File: config.mk
export PLATFORM = sky130hd
export DESIGN_NAME = fnv1a_merkle_tree_builder
export DESIGN_NICKNAME = d
export VERILOG_FILES = /design/src/sv/fnvmt_pkg.sv /design/src/sv/fnvmt_node_ram.sv /design/src/sv/fnvmt_hash_unit.sv /design/src/sv/fnv1a_merkle_tree_builder.sv
export SDC_FILE = /design/constraint.sdc
export NUM_CORES = 2
export LEC_CHECK = 0
export BUFFER_PORTS_ARGS = -buffer_cell sky130_fd_sc_hd__clkbuf_2
export CAP_MARGIN = 20
export CORE_AREA = 3 3 523 525
export DETAILED_ROUTE_END_ITERATION = 10
export DIE_AREA = 0 0 526 528
export GPL_TIMING_DRIVEN = 0
export HOLD_SLACK_MARGIN = 0.02
export PLACE_DENSITY = 0.52
export SYNTH_ARGS = -nofsm -noshare
export SYNTH_HDL_FRONTEND = slang
export SYNTH_SLANG_ARGS = --single-unit
File: constraint.sdc
create_clock -name clock -period 20.1 [get_ports clock]
set_input_delay 2.01 -clock clock [delete_from_list [all_inputs] [get_ports clock]]
set_output_delay 2.01 -clock clock [all_outputs]
set_load 0.01 [all_outputs]
File: src/sv/fnvmt_pkg.sv
// Shared types and constants for the FNV-1a hash tree builder.
// No dependencies; imported by every module of the block.
package fnvmt_pkg;

   localparam int HASH_W = 32;
   localparam int POS_W  = 6;
   localparam int LC_W   = 6;
   localparam int STEP_W = 3;

   localparam logic [HASH_W-1:0] FNV_SEED  = 32'h811C_9DC5;
   localparam logic [HASH_W-1:0] FNV_PRIME = 32'd16777619;
   localparam logic [7:0]        BYTE_MASK = 8'hFF;

   // eight bytes per parent: four of the left child, four of the right
   localparam logic [STEP_W-1:0] FIRST_BYTE = 3'd0;
   localparam logic [STEP_W-1:0] LAST_BYTE  = 3'd7;

   typedef struct packed {
      logic init;   // load left word, restart from the seed
      logic step;   // mix one byte
   } hash_ctl_type;

   typedef struct packed {
      logic last_step;  // final byte is being mixed this cycle
   } hash_sts_type;

endpackage

File: src/sv/fnvmt_node_ram.sv
// Tree word storage: one write port, one read port, registered read data.
// Depends on fnvmt_pkg.
module fnvmt_node_ram
   import fnvmt_pkg::*;
#(
   parameter int DEPTH  = 63,
   parameter int ADDR_W = 6
) (
   input  logic              clock,
   input  logic              wr_en,
   input  logic [ADDR_W-1:0] wr_addr,
   input  logic [HASH_W-1:0] wr_data,
   input  logic              rd_en,
   input  logic [ADDR_W-1:0] rd_addr,
   output logic [HASH_W-1:0] rd_data
);

   logic [HASH_W-1:0] node_ff [DEPTH];
   logic [HASH_W-1:0] rd_data_ff;

   always_ff @(posedge clock) begin
      if (wr_en) begin
         node_ff[wr_addr] <= wr_data;
      end
      if (rd_en) begin
         rd_data_ff <= node_ff[rd_addr];
      end
   end

   assign rd_data = rd_data_ff;

endmodule

File: src/sv/fnvmt_hash_unit.sv
// Byte-serial FNV-1a mixer over a left/right word pair, one multiply a cycle while step is high.
// Depends on fnvmt_pkg.
module fnvmt_hash_unit
   import fnvmt_pkg::*;
(
   input  logic              clock,
   input  logic              reset,
   input  hash_ctl_type      ctl,
   input  logic [HASH_W-1:0] word_in,
   output logic [HASH_W-1:0] hash,
   output hash_sts_type      sts
);

   logic [STEP_W-1:0]   cnt_ff, cnt_in;
   logic [2*HASH_W-1:0] op_ff, op_in;
   logic [HASH_W-1:0]   h_ff, h_in;
   logic [HASH_W-1:0]   mix;

   assign mix = (h_ff ^ {24'h0, op_ff[7:0] & BYTE_MASK}) * FNV_PRIME;

   always_comb begin
      op_in  = op_ff;
      h_in   = h_ff;
      cnt_in = cnt_ff;
      if (ctl.init) begin
         op_in  = {32'h0, word_in};
         h_in   = FNV_SEED;
         cnt_in = FIRST_BYTE;
      end else if (ctl.step) begin
         // right word arrives from the RAM on the first byte step
         if (cnt_ff == FIRST_BYTE) begin
            op_in = {8'h0, word_in, op_ff[31:8]};
         end else begin
            op_in = {8'h0, op_ff[63:8]};
         end
         h_in   = mix;
         cnt_in = cnt_ff + 3'd1;
      end
   end

   always_ff @(posedge clock) begin
      if (reset) begin
         cnt_ff <= FIRST_BYTE;
      end else begin
         cnt_ff <= cnt_in;
      end
      op_ff <= op_in;
      h_ff  <= h_in;
   end

   assign hash          = h_ff;
   assign sts.last_step = ctl.step && (cnt_ff == LAST_BYTE);

endmodule

File: src/sv/fnv1a_merkle_tree_builder.sv
// Top level of the FNV-1a hash tree builder: leaf intake, tree sequencer, output.
// Depends on fnvmt_pkg, fnvmt_node_ram and fnvmt_hash_unit.
//
//   channel | direction | ports                                      | item
//   req     | in        | req_valid/ready, leaf_hash, last_leaf      | one leaf
//   rsp     | out       | rsp_valid/ready, node_hash, node_position, | one tree word
//           |           | leaf_count, last_node, overflow_error      |
//
// A leaf that is not last is stored while room is left. On the last leaf the
// tree is sized, then each internal node takes two RAM reads, eight byte steps
// on the single multiplier and one write-back, then each emitted word takes a
// RAM read and a hold until taken; an overflowed set gives one error word instead.
// No leaf is taken while a tree is being built or emitted. Reset clears only
// control state; the RAM needs no clearing, every word is written before read.
module fnv1a_merkle_tree_builder
   import fnvmt_pkg::*;
#(
   parameter int MAX_LEAVES = 32
) (
   input  logic              clock,
   input  logic              reset,
   input  logic              req_valid,
   output logic              req_ready,
   input  logic [HASH_W-1:0] req_leaf_hash,
   input  logic              req_last_leaf,
   output logic              rsp_valid,
   input  logic              rsp_ready,
   output logic [HASH_W-1:0] rsp_node_hash,
   output logic [POS_W-1:0]  rsp_node_position,
   output logic [LC_W-1:0]   rsp_leaf_count,
   output logic              rsp_last_node,
   output logic              rsp_overflow_error
);

   localparam int LEAF_CAP = 1 << $clog2(MAX_LEAVES);
   localparam int ADDR_W   = $clog2(2 * LEAF_CAP);
   localparam int DEPTH    = 2 * LEAF_CAP - 1;
   localparam logic [ADDR_W-1:0] LEAF_BASE = ADDR_W'(LEAF_CAP - 1);
   localparam logic [ADDR_W-1:0] MAX_CNT   = ADDR_W'(MAX_LEAVES);

   localparam logic [3:0] ST_IDLE = 4'd0;
   localparam logic [3:0] ST_PREP = 4'd1;
   localparam logic [3:0] ST_RDL  = 4'd2;
   localparam logic [3:0] ST_RDR  = 4'd3;
   localparam logic [3:0] ST_MIX  = 4'd4;
   localparam logic [3:0] ST_WR   = 4'd5;
   localparam logic [3:0] ST_ERD  = 4'd6;
   localparam logic [3:0] ST_EOUT = 4'd7;
   localparam logic [3:0] ST_ERR  = 4'd8;

   logic [3:0]        state_ff, state_in;
   logic [ADDR_W-1:0] loaded_ff, loaded_in;
   logic              ovf_ff, ovf_in;
   logic [ADDR_W-1:0] n_ff, n_in;
   logic [ADDR_W-1:0] lc_ff, lc_in;
   logic [ADDR_W-1:0] p_ff, p_in;
   logic [ADDR_W-1:0] pos_ff, pos_in;
   logic              pad_ff;

   logic              leaf_acc, leaf_store;
   logic [ADDR_W-1:0] lc_calc;
   logic [ADDR_W:0]   child_dbl;
   logic [ADDR_W-1:0] child, leaf_start, leaf_idx;
   logic [ADDR_W-1:0] last_pos;
   logic              rd_en, rd_pad;
   logic [ADDR_W-1:0] rd_addr;
   logic              wr_en;
   logic [ADDR_W-1:0] wr_addr;
   logic [HASH_W-1:0] wr_data, rd_data, word, hash;
   hash_ctl_type      hctl;
   hash_sts_type      hsts;

   assign req_ready  = (state_ff == ST_IDLE);
   assign leaf_acc   = req_valid && req_ready;
   assign leaf_store = (loaded_ff < MAX_CNT);

   // padded leaf count: smallest power of two not below n
   always_comb begin
      lc_calc = ADDR_W'(1);
      for (int k = 0; k < ADDR_W; k++) begin
         if (lc_calc < n_ff) begin
            lc_calc = lc_calc << 1;
         end
      end
   end

   // heap position to RAM address; leaves live at their place in the largest tree
   always_comb begin
      child_dbl = {p_ff, 1'b0};
      case (state_ff)
         ST_RDL:  child = ADDR_W'(child_dbl + (ADDR_W+1)'(1));
         ST_RDR:  child = ADDR_W'(child_dbl + (ADDR_W+1)'(2));
         default: child = pos_ff;
      endcase
      leaf_start = lc_ff - ADDR_W'(1);
      leaf_idx   = child - leaf_start;
      if (child < leaf_start) begin
         rd_addr = child;
         rd_pad  = 1'b0;
      end else begin
         rd_addr = LEAF_BASE + leaf_idx;
         rd_pad  = (leaf_idx >= n_ff);
      end
   end

   assign rd_en    = (state_ff == ST_RDL) || (state_ff == ST_RDR) || (state_ff == ST_ERD);
   assign word     = pad_ff ? FNV_SEED : rd_data;
   assign last_pos = ADDR_W'({lc_ff, 1'b0} - (ADDR_W+1)'(2));

   assign wr_en   = (leaf_acc && leaf_store) || (state_ff == ST_WR);
   assign wr_addr = (state_ff == ST_WR) ? p_ff : LEAF_BASE + loaded_ff;
   assign wr_data = (state_ff == ST_WR) ? hash : req_leaf_hash;

   assign hctl.init = (state_ff == ST_RDR);
   assign hctl.step = (state_ff == ST_MIX);

   always_comb begin
      state_in  = state_ff;
      loaded_in = loaded_ff;
      ovf_in    = ovf_ff;
      n_in      = n_ff;
      lc_in     = lc_ff;
      p_in      = p_ff;
      pos_in    = pos_ff;
      case (state_ff)
         ST_IDLE: begin
            if (leaf_acc) begin
               if (leaf_store) begin
                  loaded_in = loaded_ff + ADDR_W'(1);
               end else begin
                  ovf_in = 1'b1;
               end
               if (req_last_leaf) begin
                  loaded_in = '0;
                  ovf_in    = 1'b0;
                  n_in      = loaded_ff + ADDR_W'(1);
                  state_in  = (ovf_ff || !leaf_store) ? ST_ERR : ST_PREP;
               end
            end
         end
         ST_PREP: begin
            lc_in    = lc_calc;
            p_in     = lc_calc - ADDR_W'(2);
            pos_in   = '0;
            state_in = (lc_calc == ADDR_W'(1)) ? ST_ERD : ST_RDL;
         end
         ST_RDL:  state_in = ST_RDR;
         ST_RDR:  state_in = ST_MIX;
         ST_MIX: begin
            if (hsts.last_step) begin
               state_in = ST_WR;
            end
         end
         ST_WR: begin
            if (p_ff == '0) begin
               state_in = ST_ERD;
            end else begin
               p_in     = p_ff - ADDR_W'(1);
               state_in = ST_RDL;
            end
         end
         ST_ERD:  state_in = ST_EOUT;
         ST_EOUT: begin
            if (rsp_ready) begin
               if (pos_ff == last_pos) begin
                  state_in = ST_IDLE;
               end else begin
                  pos_in   = pos_ff + ADDR_W'(1);
                  state_in = ST_ERD;
               end
            end
         end
         ST_ERR: begin
            if (rsp_ready) begin
               state_in = ST_IDLE;
            end
         end
         default: state_in = ST_IDLE;
      endcase
   end

   always_ff @(posedge clock) begin
      if (reset) begin
         state_ff  <= ST_IDLE;
         loaded_ff <= '0;
         ovf_ff    <= 1'b0;
      end else begin
         state_ff  <= state_in;
         loaded_ff <= loaded_in;
         ovf_ff    <= ovf_in;
      end
      n_ff   <= n_in;
      lc_ff  <= lc_in;
      p_ff   <= p_in;
      pos_ff <= pos_in;
      if (rd_en) begin
         pad_ff <= rd_pad;
      end
   end

   fnvmt_node_ram #(
      .DEPTH  (DEPTH),
      .ADDR_W (ADDR_W)
   ) u_ram (
      .clock   (clock),
      .wr_en   (wr_en),
      .wr_addr (wr_addr),
      .wr_data (wr_data),
      .rd_en   (rd_en),
      .rd_addr (rd_addr),
      .rd_data (rd_data)
   );

   fnvmt_hash_unit u_hash (
      .clock   (clock),
      .reset   (reset),
      .ctl     (hctl),
      .word_in (word),
      .hash    (hash),
      .sts     (hsts)
   );

   always_comb begin
      rsp_valid          = (state_ff == ST_EOUT) || (state_ff == ST_ERR);
      rsp_overflow_error = (state_ff == ST_ERR);
      if (state_ff == ST_ERR) begin
         rsp_node_hash     = '0;
         rsp_node_position = '0;
         rsp_leaf_count    = '0;
         rsp_last_node     = 1'b1;
      end else begin
         rsp_node_hash     = word;
         rsp_node_position = POS_W'(pos_ff);
         rsp_leaf_count    = LC_W'(lc_ff);
         rsp_last_node     = (pos_ff == last_pos);
      end
   end

endmodule

# Word level (Yosys, flattened, before mapping)

Memory sizes are Yosys's and may differ from the RTL's. A register that Yosys moved wholly into a read port is not among the register bits.
Cells that the tools add are included.
W data, S select, Z words.

Output and inout bits: 48
Word-level logic and storage cells: 117
Memory bits (writable): 2016
Register bits: 127
Input port bits: 37
Memories: 1

Memories:

| memory        | depth | width | read ports | clocked after memory_dff | write ports | RTL line             | RTL |
|---|---|---|---|---|---|---|---|
| u_ram.node_ff | 63    | 32    | 1          | 1                        | 1           | fnvmt_node_ram.sv:18 | `logic [HASH_W-1:0] node_ff [DEPTH];` |

Mux-type cells: 39
Bitwise logic cells: 1
Reductions and logical operators: 23
Multiply operators: 1
Equality and inequality tests: 19
Add/subtract/negate cells: 12
$lt $le $gt $ge: 9

Operators with widths:

| operator                 | number |
|---|---|
| $mux W32                 | 5 |
| $mux W6                  | 11 |
| $mux W56                 | 1 |
| $lt A6 B6 Y1             | 6 |
| $pmux W4 S9              | 1 |
| $pmux W6 S2              | 3 |
| $mul A32 B25 Y32 const B | 1 |
| $xor A32 B8 Y32          | 1 |
| $mux W4                  | 7 |
| $add A6 B1 Y6 const B    | 3 |
| $eq A4 B3 Y1 const B     | 4 |
| $add A5 B6 Y6 const A    | 2 |
| $mux W3                  | 4 |
| $ne A2 B2 Y1 const B     | 6 |
| $reduce_and A3 Y1        | 4 |
| $sub A6 B1 Y6 const B    | 2 |
| $sub A6 B2 Y6 const B    | 2 |
| $eq A4 B2 Y1 const B     | 2 |
| $reduce_bool A2 Y1       | 4 |
| $add A6 B2 Y6 const B    | 1 |
| $eq A6 B1 Y1 const B     | 1 |
| $eq A6 B6 Y1             | 1 |
| $ge A6 B6 Y1             | 1 |
| $logic_not A6 Y1         | 1 |
| 19 further kinds         | 30 |

# Logic depth before layout (Yosys ltp)

Word-level depth: 15
Mapped depth: 39
Mapped depth without buffers: 36

# Modules after synthesis

From an unflattened synthesis, not the netlist that was laid out.

Cell total of the unflattened synthesis: 5159
Area, all modules: 92421.1 um2

By module, submodules not included:

| module                    | area an instance (um2) | times used | sequential area each (um2) | cells an instance |
|---|---|---|---|---|
| fnvmt_node_ram            | 78521.6                | 1          | 61499.0                    | 3583 |
| fnvmt_hash_unit           | 9455.3                 | 1          | 2142.1                     | 955 |
| fnv1a_merkle_tree_builder | 4444.3                 | 1          | 970.9                      | 621 |

# Least setup slack after synthesis

No wires, ideal clock.

Path kind: register -> register
Start: register n_ff[2]
End: register p_ff[5] (data pin)
Slack: 12.175 ns
Path buffers: 1
Period minus slack after synthesis: 7.925 ns
Cell stages (with the launch flop): 35
Required time: 19.946 ns
Setup time: 0.154 ns
Arrival time: 7.772 ns
Path through: edfxtp_1 or4_4 nor2_1 inv_1 ha_1 nor3b_1 o31ai_1 a32oi_1 inv_1 ha_1 a211oi_1 o211ai_1 o21ai_2 mux2i_4 inv_2 ha_1 a211oi_1 nor3_1 o41ai_4 clkbuf_1 nor2_1 a21oi_1 inv_1 ha_1 nand2_1 o21ai_0 o41ai_1 nor2_1 or2_2 ha_1 nand3_1 nor3_1 a2111oi_0 a21oi_1 o22ai_1

Longest elaborated chain between the ends: 14

RTL lines:

| element                  | RTL line                         | RTL |
|---|---|---|
| start: declaration       | fnv1a_merkle_tree_builder.sv:54  | `logic [ADDR_W-1:0] n_ff, n_in;` |
| start signal: assignment | fnv1a_merkle_tree_builder.sv:192 | `n_ff <= n_in;` |
| $lt A1 B6 Y1             | fnv1a_merkle_tree_builder.sv:81  | `if (lc_calc < n_ff) begin` |
| $mux W2                  | fnv1a_merkle_tree_builder.sv:81  |  |
| $lt A6 B6 Y1             | fnv1a_merkle_tree_builder.sv:81  |  |
| $mux W3                  | fnv1a_merkle_tree_builder.sv:81  |  |
| $lt A6 B6 Y1             | fnv1a_merkle_tree_builder.sv:81  |  |
| $mux W4                  | fnv1a_merkle_tree_builder.sv:81  |  |
| $lt A6 B6 Y1             | fnv1a_merkle_tree_builder.sv:81  |  |
| $mux W5                  | fnv1a_merkle_tree_builder.sv:81  |  |
| $lt A6 B6 Y1             | fnv1a_merkle_tree_builder.sv:81  |  |
| $mux W6                  | fnv1a_merkle_tree_builder.sv:81  |  |
| $lt A6 B6 Y1             | fnv1a_merkle_tree_builder.sv:81  |  |
| $mux W6 *                | fnv1a_merkle_tree_builder.sv:81  |  |
| $sub A6 B2 Y6 *          | fnv1a_merkle_tree_builder.sv:143 | `p_in = lc_calc - ADDR_W'(2);` |
| $pmux W6 S2 *            | fnv1a_merkle_tree_builder.sv:125 | `case (state_ff)` |
| via p_in[5]              | fnv1a_merkle_tree_builder.sv:56  | `logic [ADDR_W-1:0] p_ff, p_in;` |
| end signal: assignment   | fnv1a_merkle_tree_builder.sv:194 | `p_ff <= p_in;` |
| end: declaration         | fnv1a_merkle_tree_builder.sv:56  |  |

Mark *: on every way through the listed nets, which the timed path passes. The rest lies on a longest branch.
A chain may end at the register's enable or synchronous reset.

# Worst setup path after layout

Start: register n_ff[5]
End: register p_ff[5] (data pin)

Longest elaborated chain between the ends: 14

RTL lines:

| element         | RTL line                         | RTL |
|---|---|---|
| $lt A1 B6 Y1    | fnv1a_merkle_tree_builder.sv:81  |  |
| $mux W2         | fnv1a_merkle_tree_builder.sv:81  |  |
| $lt A6 B6 Y1    | fnv1a_merkle_tree_builder.sv:81  |  |
| $mux W3         | fnv1a_merkle_tree_builder.sv:81  |  |
| $lt A6 B6 Y1    | fnv1a_merkle_tree_builder.sv:81  |  |
| $mux W4         | fnv1a_merkle_tree_builder.sv:81  |  |
| $lt A6 B6 Y1    | fnv1a_merkle_tree_builder.sv:81  |  |
| $mux W5         | fnv1a_merkle_tree_builder.sv:81  |  |
| $lt A6 B6 Y1    | fnv1a_merkle_tree_builder.sv:81  |  |
| $mux W6         | fnv1a_merkle_tree_builder.sv:81  |  |
| $lt A6 B6 Y1    | fnv1a_merkle_tree_builder.sv:81  |  |
| $mux W6 *       | fnv1a_merkle_tree_builder.sv:81  |  |
| via lc_calc[1]  | fnv1a_merkle_tree_builder.sv:61  | `logic [ADDR_W-1:0] lc_calc;` |
| $sub A6 B2 Y6 * | fnv1a_merkle_tree_builder.sv:143 |  |
| $pmux W6 S2 *   | fnv1a_merkle_tree_builder.sv:125 |  |
| via p_in[5]     | fnv1a_merkle_tree_builder.sv:56  |  |

Marked as above.

==> summary.txt <==
CTS
  – CTS tree: built
  – Hold buffers post-CTS: 0
  – Max clock buf depth: 3
  – Htree depth: 4
  – Post-CTS Resized: 0
  – Clock slew at reported path FFs: approximately 0.06 ns
  – CTS sink count: ~2200
  – Clk root buf: clkbuf_16
  – Clk Latency, worst-skew pair: ~0.91 ns
  – Setup bufs post-CTS: 0
  – Number of CTS-inserted buffers: 225

Placement
  – I/O Buffers: 83
  – Gp weighted congestion: slightly below 1
  – Dpl cells: ~11000
  – DP HPWL: between 200000 and 300000 um

Worst setup path
  – Slowest CP cell: o41ai_4
  – Worst EP required: between 20 and 25 ns
  – Cell mode on critical path: ha_1
  – Critical Path Fanout Max: 10
  – Buf/Inv on CP: 8
  – Family with the most delay on the worst path: compound AO/OA/AOI/OAI gates
  – Worst R2R Setup Slack: ~11 ns
  – Worst Setup Start Kind: register
  – Worst path arrival time: between 9 and 10 ns
  – Biggest cell delay along the critical path: ~0.52 ns
  – Setup crit end kind: register
  – Crit Path Category: reg -> reg

Finish
  – Cell Count, Final, Fillers Out: about 11000
  – Share of cells above drive strength 1: between 10% and 20%
  – Layout area overhead: 16.0%
  – Fin nets: 7844
  – Filler cells: between 20000 and 25000

Timing
  – Worst-Margin Slew: approximately 1.3 ns
  – Final hold violations: 0
  – Max-slew violation count: 0
  – Hold Slack: 0.474 ns
  – Final setup viols: 0
  – Final min period: 9.16 ns
  – Max_slew headroom: between 10% and 20%
  – Fmax: approximately 110 MHz
  – Final setup TNS: 0 ns
  – Final Cycle Share: between 40 and 50%
  – RSZ-0062 raised after global routing: no
  – Setup Skew: approximately 0.073 ns

Logic synthesis
  – Post-synth EDFFs: about 2100
  – Average size of a mapped cell: roughly 13 sq um
  – Syn Nets: 7379
  – Syn Inst Count: 7043
  – Mapped Area: roughly 94000 sq um
  – Seq/Total Area, Yosys: about two thirds
  – Netlist cell types: between 100 and 150
  – Top FF cell, synth: edfxtp_1
  – #FFs+latches synth: 2175
  – Ys async rst share: 0%
  – Yosys warnings: 0

Floorplan
  – Die H: between 500 and 600 um
  – Die width: around 530 um
  – Initial Utilization: about a third
  – Die area: 278000 sq um
  – Row count: between 150 and 200
  – Io pins: 85
  – Core footprint: ~270000 sq um

Route
  – Wire length per cell: about 33 um
  – Routed WL: 371000 um
  – # DRC: 0
  – DRT Pass-1 Iters: 9
  – Via Count: roughly 66000
  – Vias/cell: just under 6
  – First-iteration detailed-routing DRC count: between 10000 and 15000
  – Routed Antenna Nets: 0

GRT
  – GRT Total Usage: between 20% and 30%
  – First-pass GRT wire length: roughly 500000 um
  – Initial antenna violation count: 37
  – Vias in the first global route: roughly 61000
  – Largest net degree at the start of global routing: 64
  – Grt total ovfl: 0

Min path
  – Worst hold path type: reg -> reg

Outcome
  – Outcome: completed

Job
  – Total of max-cap violations: 0
==> layer usage <==
| layer | global-route usage, % | vias up | wire length (um) | share of wire, % |
|---|---|---|---|---|
| li1 | - | 27431 | - | - |
| met1 | 35.5 | 33445 | 147000 | 40 |
| met2 | 38.5 | 4265 | 160000 | 43 |
| met3 | 6.82 | 723 | 44100 | 12 |
| met4 | 12.2 | 18 | 20000 | 5.4 |
| met5 | 0 | - | 119 | 0.032 |
==> flip-flops by register name, summed over array words and instances (netlist names), 4 cells and up <==
signal         cells
p_ff               6
lc_ff              6
u_ram.rd_data     32
u_hash.op_ff      56
loaded_ff          6
pos_ff             6
state_ff           4
u_hash.hash       32
n_ff               6
u_ram.node_ff   2016
==> through the flow <==
step	util [%]	worst slack, ns	area [sq um]
finish	40.5	10.94	109000
detailed placement	37.8	10.78	102000
global route	40.5	9.89	109000
global placement	36.7	10.87	99000
CTS	40.4	10.70	109000
floorplan	-	12.17	94200
==> path summary, 6_finish.rpt <==
kind	startpoint	to	cells after the start
worst max-delay path	n_ff[5]$_DFFE_PP_	p_ff[5]$_DFFE_PP_	37
worst min-delay path	u_hash.op_ff[34]$_SDFFE_PP0P_	u_hash.op_ff[34]$_SDFFE_PP0P_	2
worst min register to register	u_hash.op_ff[34]$_SDFFE_PP0P_	u_hash.op_ff[34]$_SDFFE_PP0P_	2
worst max register to register	n_ff[5]$_DFFE_PP_	p_ff[5]$_DFFE_PP_	37
==> cell usage in the layout (no fill, tap or decap), types with 39 or more instances in the layout <==
master     count
clkinv_1      58
fa_1          75
o21ai_0      169
mux2i_1      122
a211oi_1     214
edfxtp_1    2105
nor2_4        64
o22ai_1       68
dfxtp_1       70
buf_12        83
clkbuf_1     239
nand3_1       99
ha_1         224
clkbuf_16    226
a311oi_1     163
and3_1       258
buf_1         39
xnor2_1       43
nor2_1       189
buf_2        204
xor2_1        43
nor4_1        46
a31oi_1      133
clkbuf_2      86
nand2_1     1399
inv_1        243
a21oi_1      314
buf_4         52
==> logic make-up (layout without fill, tap and decap cells) <==
family	Yosys count	in the layout	share of synthesized area (%)
DFF	2175	2175	68.6
xor gates and xnor gates	89	89	0.864
other	0	18	0
muxes	168	168	2.21
AOI/OAI and AO/OA	1353	1353	9.99
and+or+nand+nor	2269	2269	10.6
adders and majority gates	299	299	4.57
buffers and inverters	690	1335	3.16
==> tightest hold or removal path: stages, from the launching register on <==
cell	delay, ns
dfxtp_1	0.31
nand3_1	0.05
o21ai_0	0.06
==> synth_stat cells, drive strengths merged (25+ instances only) <==
library cell | count | share of area [%]
a2111oi | 49 | 0.59
a211oi | 214 | 1.7
a21oi | 318 | 1.7
a311oi | 163 | 1.5
a31oi | 134 | 0.91
and3 | 258 | 1.7
buf | 263 | 1.5
clkbuf | 183 | 0.73
dfxtp | 70 | 1.5
edfxtp | 2105 | 67
fa | 75 | 1.6
ha | 224 | 3.0
inv | 244 | 0.97
mux2i | 123 | 1.3
mux4 | 29 | 0.69
nand2 | 1433 | 5.7
nand2b | 25 | 0.17
nand3 | 99 | 0.53
nor2 | 258 | 1.0
nor3 | 37 | 0.20
nor4 | 49 | 0.35
o21ai | 183 | 0.98
o221ai | 31 | 0.29
o22ai | 69 | 0.47
xnor2 | 45 | 0.45
xor2 | 44 | 0.42
==> cell type report <==
type / instances / area [sq um] / share of cell area, %
Sequential cell: 2175 / 64600 / 59.2
Multi-Input combinational cell: 4178 / 27200 / 24.9
Clock buffer: 284 / 5870 / 5.38
Tap cell: 3570 / 4470 / 4.09
Timing Repair Buffer: 238 / 2950 / 2.70
Buffer: 446 / 2060 / 1.89
Clock inverter: 123 / 1030 / 0.944
Inverter: 244 / 916 / 0.839
Antenna cell: 18 / 45.0 / 0.0413
Power is left out: the tool's default activity adds up to more than one toggle a clock period on the data nets, which glitch-free logic cannot reach.
